$ cat config.mk
export PLATFORM = sky130hd
export DESIGN_NAME = multi_slot_software_timer
export DESIGN_NICKNAME = d
export VERILOG_FILES = /design/src/rtl/core/msst_pkg.sv /design/src/rtl/core/msst_ctrl.sv /design/src/rtl/core/msst_datapath.sv /design/src/rtl/core/multi_slot_software_timer.sv
export SDC_FILE = /design/constraint.sdc
export NUM_CORES = 1
export LEC_CHECK = 0
export ABC_AREA = 1
export BUFFER_PORTS_ARGS = -buffer_cell sky130_fd_sc_hd__buf_2
export CORE_ASPECT_RATIO = 1.1
export CORE_MARGIN = 1.5
export CORE_UTILIZATION = 28
export CTS_BUF_LIST = sky130_fd_sc_hd__clkbuf_4 sky130_fd_sc_hd__clkbuf_8
export DETAILED_ROUTE_END_ITERATION = 7
export SYNTH_ARGS = -nofsm -noshare
export SYNTH_HDL_FRONTEND = slang
export SYNTH_SLANG_ARGS = --single-unit
$ cat constraint.sdc
create_clock -name clk -period 6.8 [get_ports clk]
set_input_delay 1.02 -clock clk [delete_from_list [all_inputs] [get_ports clk]]
set_output_delay 1.02 -clock clk [all_outputs]
set_load 0.01 [all_outputs]
$ cat src/rtl/core/msst_pkg.sv
// Package with the shared types and constants of the timer bank.
`default_nettype none

package msst_pkg;

    localparam int TIME_W    = 32;
    localparam int SLOT_W    = 4;
    localparam int MAX_FIRES = 16;
    localparam int CNT_W     = $clog2(MAX_FIRES + 1);

    // Item mode codes.
    localparam logic [1:0] MODE_SERVICE = 2'd0;
    localparam logic [1:0] MODE_ARM     = 2'd1;
    localparam logic [1:0] MODE_DISARM  = 2'd2;

    // One stored slot: period, repeat flag and deadline.
    typedef struct packed {
        logic [TIME_W-1:0] period;
        logic              rep_en;
        logic [TIME_W-1:0] deadline;
    } slot_entry_t;

    // Commands from the controller to the datapath.
    typedef struct packed {
        logic arm;
        logic disarm;
        logic capture;
        logic issue;
        logic flush;
    } msst_cmd_t;

endpackage

`default_nettype wire

$ cat src/rtl/core/msst_ctrl.sv
// Controller of the timer bank: accepts words and sequences the slot scan.
`default_nettype none

module msst_ctrl #(
    parameter  int NUM_SLOTS = 16,
    localparam int IDX_W     = (NUM_SLOTS > 1) ? $clog2(NUM_SLOTS) : 1
) (
    input  wire logic                 clk,
    input  wire logic                 rst_n,
    input  wire logic                 start,
    input  wire logic [1:0]           mode,
    output logic                      busy,
    output msst_pkg::msst_cmd_t       cmd,
    output logic [IDX_W-1:0]          rd_addr
);
    import msst_pkg::*;

    typedef enum logic [1:0] {
        S_IDLE,
        S_SCAN,
        S_DRAIN,
        S_FLUSH
    } state_t;

    state_t            state_reg;
    state_t            state_next;
    logic [IDX_W-1:0]  idx_reg;
    logic [IDX_W-1:0]  idx_next;
    logic              accept;

    // A word is taken only while no scan is running.
    assign accept = start && (state_reg == S_IDLE);
    assign busy   = (state_reg != S_IDLE);

    // Commands to the datapath.
    always_comb
    begin
        cmd.arm     = accept && (mode == MODE_ARM);
        cmd.disarm  = accept && (mode == MODE_DISARM);
        cmd.capture = accept && (mode == MODE_SERVICE);
        cmd.issue   = (state_reg == S_SCAN);
        cmd.flush   = (state_reg == S_FLUSH);
    end

    assign rd_addr = idx_reg;

    // Scan sequencing: one slot read per cycle, then drain and flush.
    always_comb
    begin
        state_next = state_reg;
        idx_next   = idx_reg;
        case (state_reg)
            S_IDLE:
            begin
                if (cmd.capture)
                begin
                    state_next = S_SCAN;
                    idx_next   = '0;
                end
            end
            S_SCAN:
            begin
                if (idx_reg == IDX_W'(NUM_SLOTS - 1))
                begin
                    state_next = S_DRAIN;
                end
                else
                begin
                    idx_next = idx_reg + 1'b1;
                end
            end
            S_DRAIN:
            begin
                state_next = S_FLUSH;
            end
            S_FLUSH:
            begin
                state_next = S_IDLE;
            end
            default:
            begin
                state_next = S_IDLE;
            end
        endcase
    end

    // State register.
    always_ff @(posedge clk or negedge rst_n)
    begin
        if (!rst_n)
        begin
            state_reg <= S_IDLE;
            idx_reg   <= '0;
        end
        else
        begin
            state_reg <= state_next;
            idx_reg   <= idx_next;
        end
    end

endmodule

`default_nettype wire

$ cat src/rtl/core/msst_datapath.sv
// Datapath of the timer bank: slot memory, active bits, deadline test and fire output.
`default_nettype none

module msst_datapath #(
    parameter  int NUM_SLOTS = 16,
    localparam int IDX_W     = (NUM_SLOTS > 1) ? $clog2(NUM_SLOTS) : 1
) (
    input  wire logic                          clk,
    input  wire logic                          rst_n,
    input  wire msst_pkg::msst_cmd_t           cmd,
    input  wire logic [IDX_W-1:0]              rd_addr,
    input  wire logic [msst_pkg::SLOT_W-1:0]   slot,
    input  wire logic [msst_pkg::TIME_W-1:0]   period_ms,
    input  wire logic                          repeat_flag,
    input  wire logic [msst_pkg::TIME_W-1:0]   now_ms,
    output logic                               fire,
    output logic [msst_pkg::SLOT_W-1:0]        fired_slot,
    output logic                               rearmed,
    output logic                               last
);
    import msst_pkg::*;

    slot_entry_t        mem [NUM_SLOTS];
    slot_entry_t        rd_data_reg;
    slot_entry_t        wr_data;
    logic               wr_en;
    logic [IDX_W-1:0]   wr_addr;

    logic [NUM_SLOTS-1:0] active_reg;
    logic [NUM_SLOTS-1:0] active_next;
    logic                 eval_valid_reg;
    logic [IDX_W-1:0]     eval_idx_reg;
    logic [TIME_W-1:0]    now_reg;
    logic [CNT_W-1:0]     fire_cnt_reg;
    logic [CNT_W-1:0]     fire_cnt_next;

    logic               pend_valid_reg;
    logic               pend_valid_next;
    logic [IDX_W-1:0]   pend_slot_reg;
    logic [IDX_W-1:0]   pend_slot_next;
    logic               pend_rearm_reg;
    logic               pend_rearm_next;

    logic               fire_reg;
    logic               fire_next;
    logic [SLOT_W-1:0]  fired_slot_reg;
    logic [SLOT_W-1:0]  fired_slot_next;
    logic               rearmed_reg;
    logic               rearmed_next;
    logic               last_reg;
    logic               last_next;

    logic               slot_ok;
    logic [IDX_W-1:0]   cfg_addr;
    logic [TIME_W-1:0]  arm_period;
    logic [TIME_W-1:0]  diff;
    logic [TIME_W-1:0]  rearm_deadline;
    logic               due;

    // Arm and disarm decode; a slot beyond the bank is ignored.
    assign slot_ok    = (32'(slot) < 32'(NUM_SLOTS));
    assign cfg_addr   = IDX_W'(slot);
    assign arm_period = (period_ms == '0) ? TIME_W'(1) : period_ms;

    // Deadline test on the slot read in the previous cycle.
    assign diff           = now_reg - rd_data_reg.deadline;
    assign rearm_deadline = now_reg + rd_data_reg.period;
    assign due            = eval_valid_reg && active_reg[eval_idx_reg] && !diff[TIME_W-1]
                            && (fire_cnt_reg < CNT_W'(MAX_FIRES));

    // Memory write: an arm loads the whole entry, a repeating fire reloads the deadline.
    always_comb
    begin
        wr_en   = (cmd.arm && slot_ok) || (due && rd_data_reg.rep_en);
        wr_addr = cmd.arm ? cfg_addr : eval_idx_reg;
        if (cmd.arm)
        begin
            wr_data.period   = arm_period;
            wr_data.rep_en   = repeat_flag;
            wr_data.deadline = now_ms + arm_period;
        end
        else
        begin
            wr_data.period   = rd_data_reg.period;
            wr_data.rep_en   = 1'b1;
            wr_data.deadline = rearm_deadline;
        end
    end

    // Active bits mark armed slots: set by an arm, cleared by a disarm or by the fire of a one-shot slot.
    always_comb
    begin
        active_next = active_reg;
        if (cmd.arm && slot_ok)
        begin
            active_next[cfg_addr] = 1'b1;
        end
        if (cmd.disarm && slot_ok)
        begin
            active_next[cfg_addr] = 1'b0;
        end
        if (due && !rd_data_reg.rep_en)
        begin
            active_next[eval_idx_reg] = 1'b0;
        end
    end

    // A fire is kept pending until the next due fire or the flush, so a scan's final word can carry last.
    always_comb
    begin
        fire_cnt_next   = fire_cnt_reg;
        pend_valid_next = pend_valid_reg;
        pend_slot_next  = pend_slot_reg;
        pend_rearm_next = pend_rearm_reg;
        fire_next       = 1'b0;
        fired_slot_next = fired_slot_reg;
        rearmed_next    = rearmed_reg;
        last_next       = last_reg;
        if (cmd.capture)
        begin
            fire_cnt_next   = '0;
            pend_valid_next = 1'b0;
        end
        if (due)
        begin
            fire_cnt_next = fire_cnt_reg + 1'b1;
            if (pend_valid_reg)
            begin
                fire_next       = 1'b1;
                fired_slot_next = SLOT_W'(pend_slot_reg);
                rearmed_next    = pend_rearm_reg;
                last_next       = 1'b0;
            end
            pend_valid_next = 1'b1;
            pend_slot_next  = eval_idx_reg;
            pend_rearm_next = rd_data_reg.rep_en;
        end
        if (cmd.flush && pend_valid_reg)
        begin
            fire_next       = 1'b1;
            fired_slot_next = SLOT_W'(pend_slot_reg);
            rearmed_next    = pend_rearm_reg;
            last_next       = 1'b1;
            pend_valid_next = 1'b0;
        end
    end

    // Slot memory with registered read data.
    always_ff @(posedge clk)
    begin
        if (wr_en)
        begin
            mem[wr_addr] <= wr_data;
        end
        if (cmd.issue)
        begin
            rd_data_reg <= mem[rd_addr];
        end
    end

    // Payload registers.
    always_ff @(posedge clk)
    begin
        if (cmd.capture)
        begin
            now_reg <= now_ms;
        end
        eval_idx_reg   <= rd_addr;
        pend_slot_reg  <= pend_slot_next;
        pend_rearm_reg <= pend_rearm_next;
        fired_slot_reg <= fired_slot_next;
        rearmed_reg    <= rearmed_next;
        last_reg       <= last_next;
    end

    // Control registers.
    always_ff @(posedge clk or negedge rst_n)
    begin
        if (!rst_n)
        begin
            active_reg     <= '0;
            eval_valid_reg <= 1'b0;
            fire_cnt_reg   <= '0;
            pend_valid_reg <= 1'b0;
            fire_reg       <= 1'b0;
        end
        else
        begin
            active_reg     <= active_next;
            eval_valid_reg <= cmd.issue;
            fire_cnt_reg   <= fire_cnt_next;
            pend_valid_reg <= pend_valid_next;
            fire_reg       <= fire_next;
        end
    end

    assign fire       = fire_reg;
    assign fired_slot = fired_slot_reg;
    assign rearmed    = rearmed_reg;
    assign last       = last_reg;

endmodule

`default_nettype wire

$ cat src/rtl/core/multi_slot_software_timer.sv
// Arm and disarm words start no scan; busy stays low and the next word may follow at once.
// A service word scans one slot per cycle from the slot memory, then drains and flushes;
// busy is high throughout, and a new service word is taken only once busy is low again.
// Each fire word waits until the next due slot is found and is shown for one cycle; the
// last one appears in the first cycle after busy falls. The receiver cannot stall the block.
// Reset disarms every slot at once through the active bits; no clearing pass is needed.
`default_nettype none

module multi_slot_software_timer #(
    parameter int NUM_SLOTS = 16
) (
    input  wire logic                          clk,
    input  wire logic                          rst_n,
    input  wire logic                          start,
    output logic                               busy,
    input  wire logic [1:0]                    mode,
    input  wire logic [msst_pkg::SLOT_W-1:0]   slot,
    input  wire logic [msst_pkg::TIME_W-1:0]   period_ms,
    input  wire logic                          repeat_flag,
    input  wire logic [msst_pkg::TIME_W-1:0]   now_ms,
    output logic                               fire,
    output logic [msst_pkg::SLOT_W-1:0]        fired_slot,
    output logic                               rearmed,
    output logic                               last
);
    import msst_pkg::*;

    localparam int IDX_W = (NUM_SLOTS > 1) ? $clog2(NUM_SLOTS) : 1;

    msst_cmd_t         cmd;
    logic [IDX_W-1:0]  rd_addr;

    // Controller.
    msst_ctrl #(
        .NUM_SLOTS (NUM_SLOTS)
    ) u_ctrl (
        .clk     (clk),
        .rst_n   (rst_n),
        .start   (start),
        .mode    (mode),
        .busy    (busy),
        .cmd     (cmd),
        .rd_addr (rd_addr)
    );

    // Datapath.
    msst_datapath #(
        .NUM_SLOTS (NUM_SLOTS)
    ) u_datapath (
        .clk         (clk),
        .rst_n       (rst_n),
        .cmd         (cmd),
        .rd_addr     (rd_addr),
        .slot        (slot),
        .period_ms   (period_ms),
        .repeat_flag (repeat_flag),
        .now_ms      (now_ms),
        .fire        (fire),
        .fired_slot  (fired_slot),
        .rearmed     (rearmed),
        .last        (last)
    );

endmodule

`default_nettype wire

==> impl_metrics.toml <==
[outcome]
outcome = "complete, no violations"

[timing]
hold_slack_ns = 0.180
setup_violations = 0
slew_violations = 0
hold_violations = 0
tns_ns = 0
min_period_ns = 4.68
clock_skew_ns = 0.0703
grt_setup_unrepaired = "no"
slew_headroom = 0.181
fin_ws_ns = 2.12
worstMarginPinSlew_ns = 1.23
fmax_ghz = 0.214
post-route-period-util = 0.688

[clocking]
cts-htree-levels = 4
numClockSinks = 1182
clock_path_buffers = 3
post_cts_buffers = 0
clk_latency_ns = 0.94
clk_pin_slew_ns = 0.07
ctsResizeCount = 0
cts_made_buffers = 196
cts.root.buffer_cell = "clkbuf_8"
cts_tree = "built"
hold_buffers = 0

[global_routing]
grt_pass1_vias = 34000
grt_usage = 0.174
grt_max_degree = 208
grt_overflow = 0
antenna_found_initial = 13
grt_pass1_wl_um = 236000

[run]
cap_violations = 0

[setup_path]
critPathMaxStageDelay_ns = 0.89
cp_data_required_time_ns = 7.34
start_kind = "register"
rr_endpoint = "u_datapath.mem[4][35]$_DFFE_PP_"
crit_top_cell = "inv_1"
worstSetupPathType = "register to register"
ff2ff_path_depth = 11
crit_chain = "inv_1 -> ha_1 -> nand2_1 -> inv_1 -> nand3_4 -> o21ai_0 -> inv_1 -> nor2_1 -> nand2_1 -> nor2_4 -> buf_12"
r2r_start = "u_ctrl.state_reg[0]$_DFFE_PN0P_"
slowest_stage = "nor2_4"
cp_top_family = "simple AND/OR/NAND/NOR gates"
end_kind = "register"
critPathMaxFanout = 47
path_buf_inv = 4
arrival_ns = 5.22
r2r_slack_ns = 2.12

[layout]
nNetsFinal = 4555
final_area_mm2 = 0.0577
syn_to_final_growth_pct = 14.0
drive_gt1_frac = 0.109
largest_register_ff_count = 1040
num-fill-cells = 18000

[die]
dieHeight_um = 449
io_pins = 82
start_util = 0.282
rows = 163
core_mm2 = 0.179
die_w_um = 409
dieArea_mm2 = 0.183

[placement]
dpl_cell_area_mm2 = 0.0538
pre_cts_slack_ns = 1.82
portBuffers = 81
dp_hpwl_um = 93000
gp_congestion = 0.938

[synth]
synth_edf_count = 1147
synth_area_per_cell_um2 = 11.8
synth_area_mm2 = 0.0506
seq_area_frac_synth = 0.697
syn_nets = 4470
ys.warnings.count = 0
synth-seq-cells = 1182
ys.flop_type = "edfxtp_1"
syn_inst = 4295
synthArstFlopShare = 0.0254
post_synth_num_cell_types = 44

[power]
ir_drop_mv = 0.270
finalPower_w = 0.0225
p_per_area_mw_per_mm2 = 389
leakage_nw = 20.3

[routing]
ant_nets = 0
dr.pass1.iters = 8
drt_iter0_drc = 4400
via_count = 35700
routed_wl_um = 164000
drcViolationCount = 0
wl_per_cell_um = 23.6
viasPerCell = 5.15

[hold_path]
min_path_type = "primary input to asynchronous set/reset pin"
## cells in the mapped netlist (52+ instances only)
| library cell | count | area share |
|---|---|---|
| buf_2 | 83 | 0.0082 |
| o21ai_0 | 418 | 0.041 |
| ha_1 | 99 | 0.024 |
| nor2_1 | 411 | 0.030 |
| inv_1 | 166 | 0.012 |
| a221oi_1 | 77 | 0.013 |
| a21oi_1 | 297 | 0.029 |
| o221ai_1 | 52 | 0.0090 |
| o22ai_1 | 79 | 0.0098 |
| nand4_1 | 67 | 0.0083 |
| edfxtp_1 | 1147 | 0.68 |
| nand2_1 | 858 | 0.064 |
| clkbuf_1 | 150 | 0.011 |
| nand3_1 | 181 | 0.018 |
## how the worst max path moves through the flow
| stage | from | end | slack, ns | cells after the start |
|---|---|---|---|---|
| after detailed placement | period_ms[21] | u_datapath.mem[15][12]$_DFFE_PP_ | 1.82 | 16 |
| final | u_ctrl.state_reg[0]$_DFFE_PN0P_ | u_datapath.mem[4][35]$_DFFE_PP_ | 2.12 | 11 |
| after CTS | u_ctrl.state_reg[0]$_DFFE_PN0P_ | u_datapath.mem[4][35]$_DFFE_PP_ | 2.19 | 11 |
| after floorplan | start | u_datapath.mem[10][0]$_DFFE_PP_ | 1.67 | 9 |
| after global routing | u_ctrl.state_reg[0]$_DFFE_PN0P_ | u_datapath.mem[4][36]$_DFFE_PP_ | 1.83 | 11 |
| after global placement | period_ms[21] | u_datapath.mem[8][12]$_DFFE_PP_ | 1.80 | 16 |
## cells by family (layout without fill, tap and decap cells)
group           count (synthesis)  in the layout  share of synthesized area
compound gates                995            995                      0.112
other cells                     0              5                          0
fa+ha+maj                     101            101                     0.0252
xor+xnor                       14             14                    0.00242
buf+inv                       425            666                     0.0348
simple gates                 1578           1578                      0.129
flops                        1182           1182                      0.697
## stage by stage
stage               utilization  std cells
finish                    0.322       6933
global route              0.322       6929
CTS                       0.321       6928
detailed placement        0.300       6574
global placement          0.300       6574
floorplan                     -       4295
## power breakdown
| group | internal (W) | switching [W] | total, W |
|---|---|---|---|
| Combinational | 0.00150 | 0.00455 | 0.00605 |
| Sequential | 0.00976 | 0.000422 | 0.0102 |
| Clock | 0.00326 | 0.00297 | 0.00623 |
| Total | 0.0145 | 0.00794 | 0.0225 |
## routing by layer
metal,share of wire,track usage
met3,0.094,0.0395
met4,0.033,0.0629
met2,0.45,0.268
met5,0.00063,0
met1,0.42,0.239
## area by class of cell
| cell class | instances | area, µm² | share of cell area |
|---|---|---|---|
| antenna | 5 | 12.5 | 0.000217 |
| clock buffer | 263 | 3210 | 0.0556 |
| clock inverter | 91 | 669 | 0.0116 |
| inverter | 174 | 679 | 0.0118 |
| multi-input combinational | 2688 | 13800 | 0.238 |
| sequential | 1182 | 35300 | 0.612 |
| tap | 2392 | 2990 | 0.0519 |
| timing repair buffer | 138 | 1080 | 0.0188 |
## cells in the final DEF, fill, tap and decap left out, drive strengths merged
cell      count
a21boi        5
a21o         13
a21oi       297
a221oi       77
a31oi         2
and2          2
and3          1
buf         138
bufinv        4
clkbuf      263
clkinv       75
clkinvlp      4
dfrtp        30
dfxtp         5
diode         5
edfxtp     1147
fa            2
ha           99
inv         182
nand2       859
nand3       187
nand3b        8
nand4        67
nor2        417
nor3         19
nor3b         2
nor4         10
o2111ai       1
o21a         12
o21ai       445
o21bai       12
o221ai       52
o22ai        79
or2           6
xnor2         3
xor2         11
Note: power is estimated with default switching activity, not from simulation.
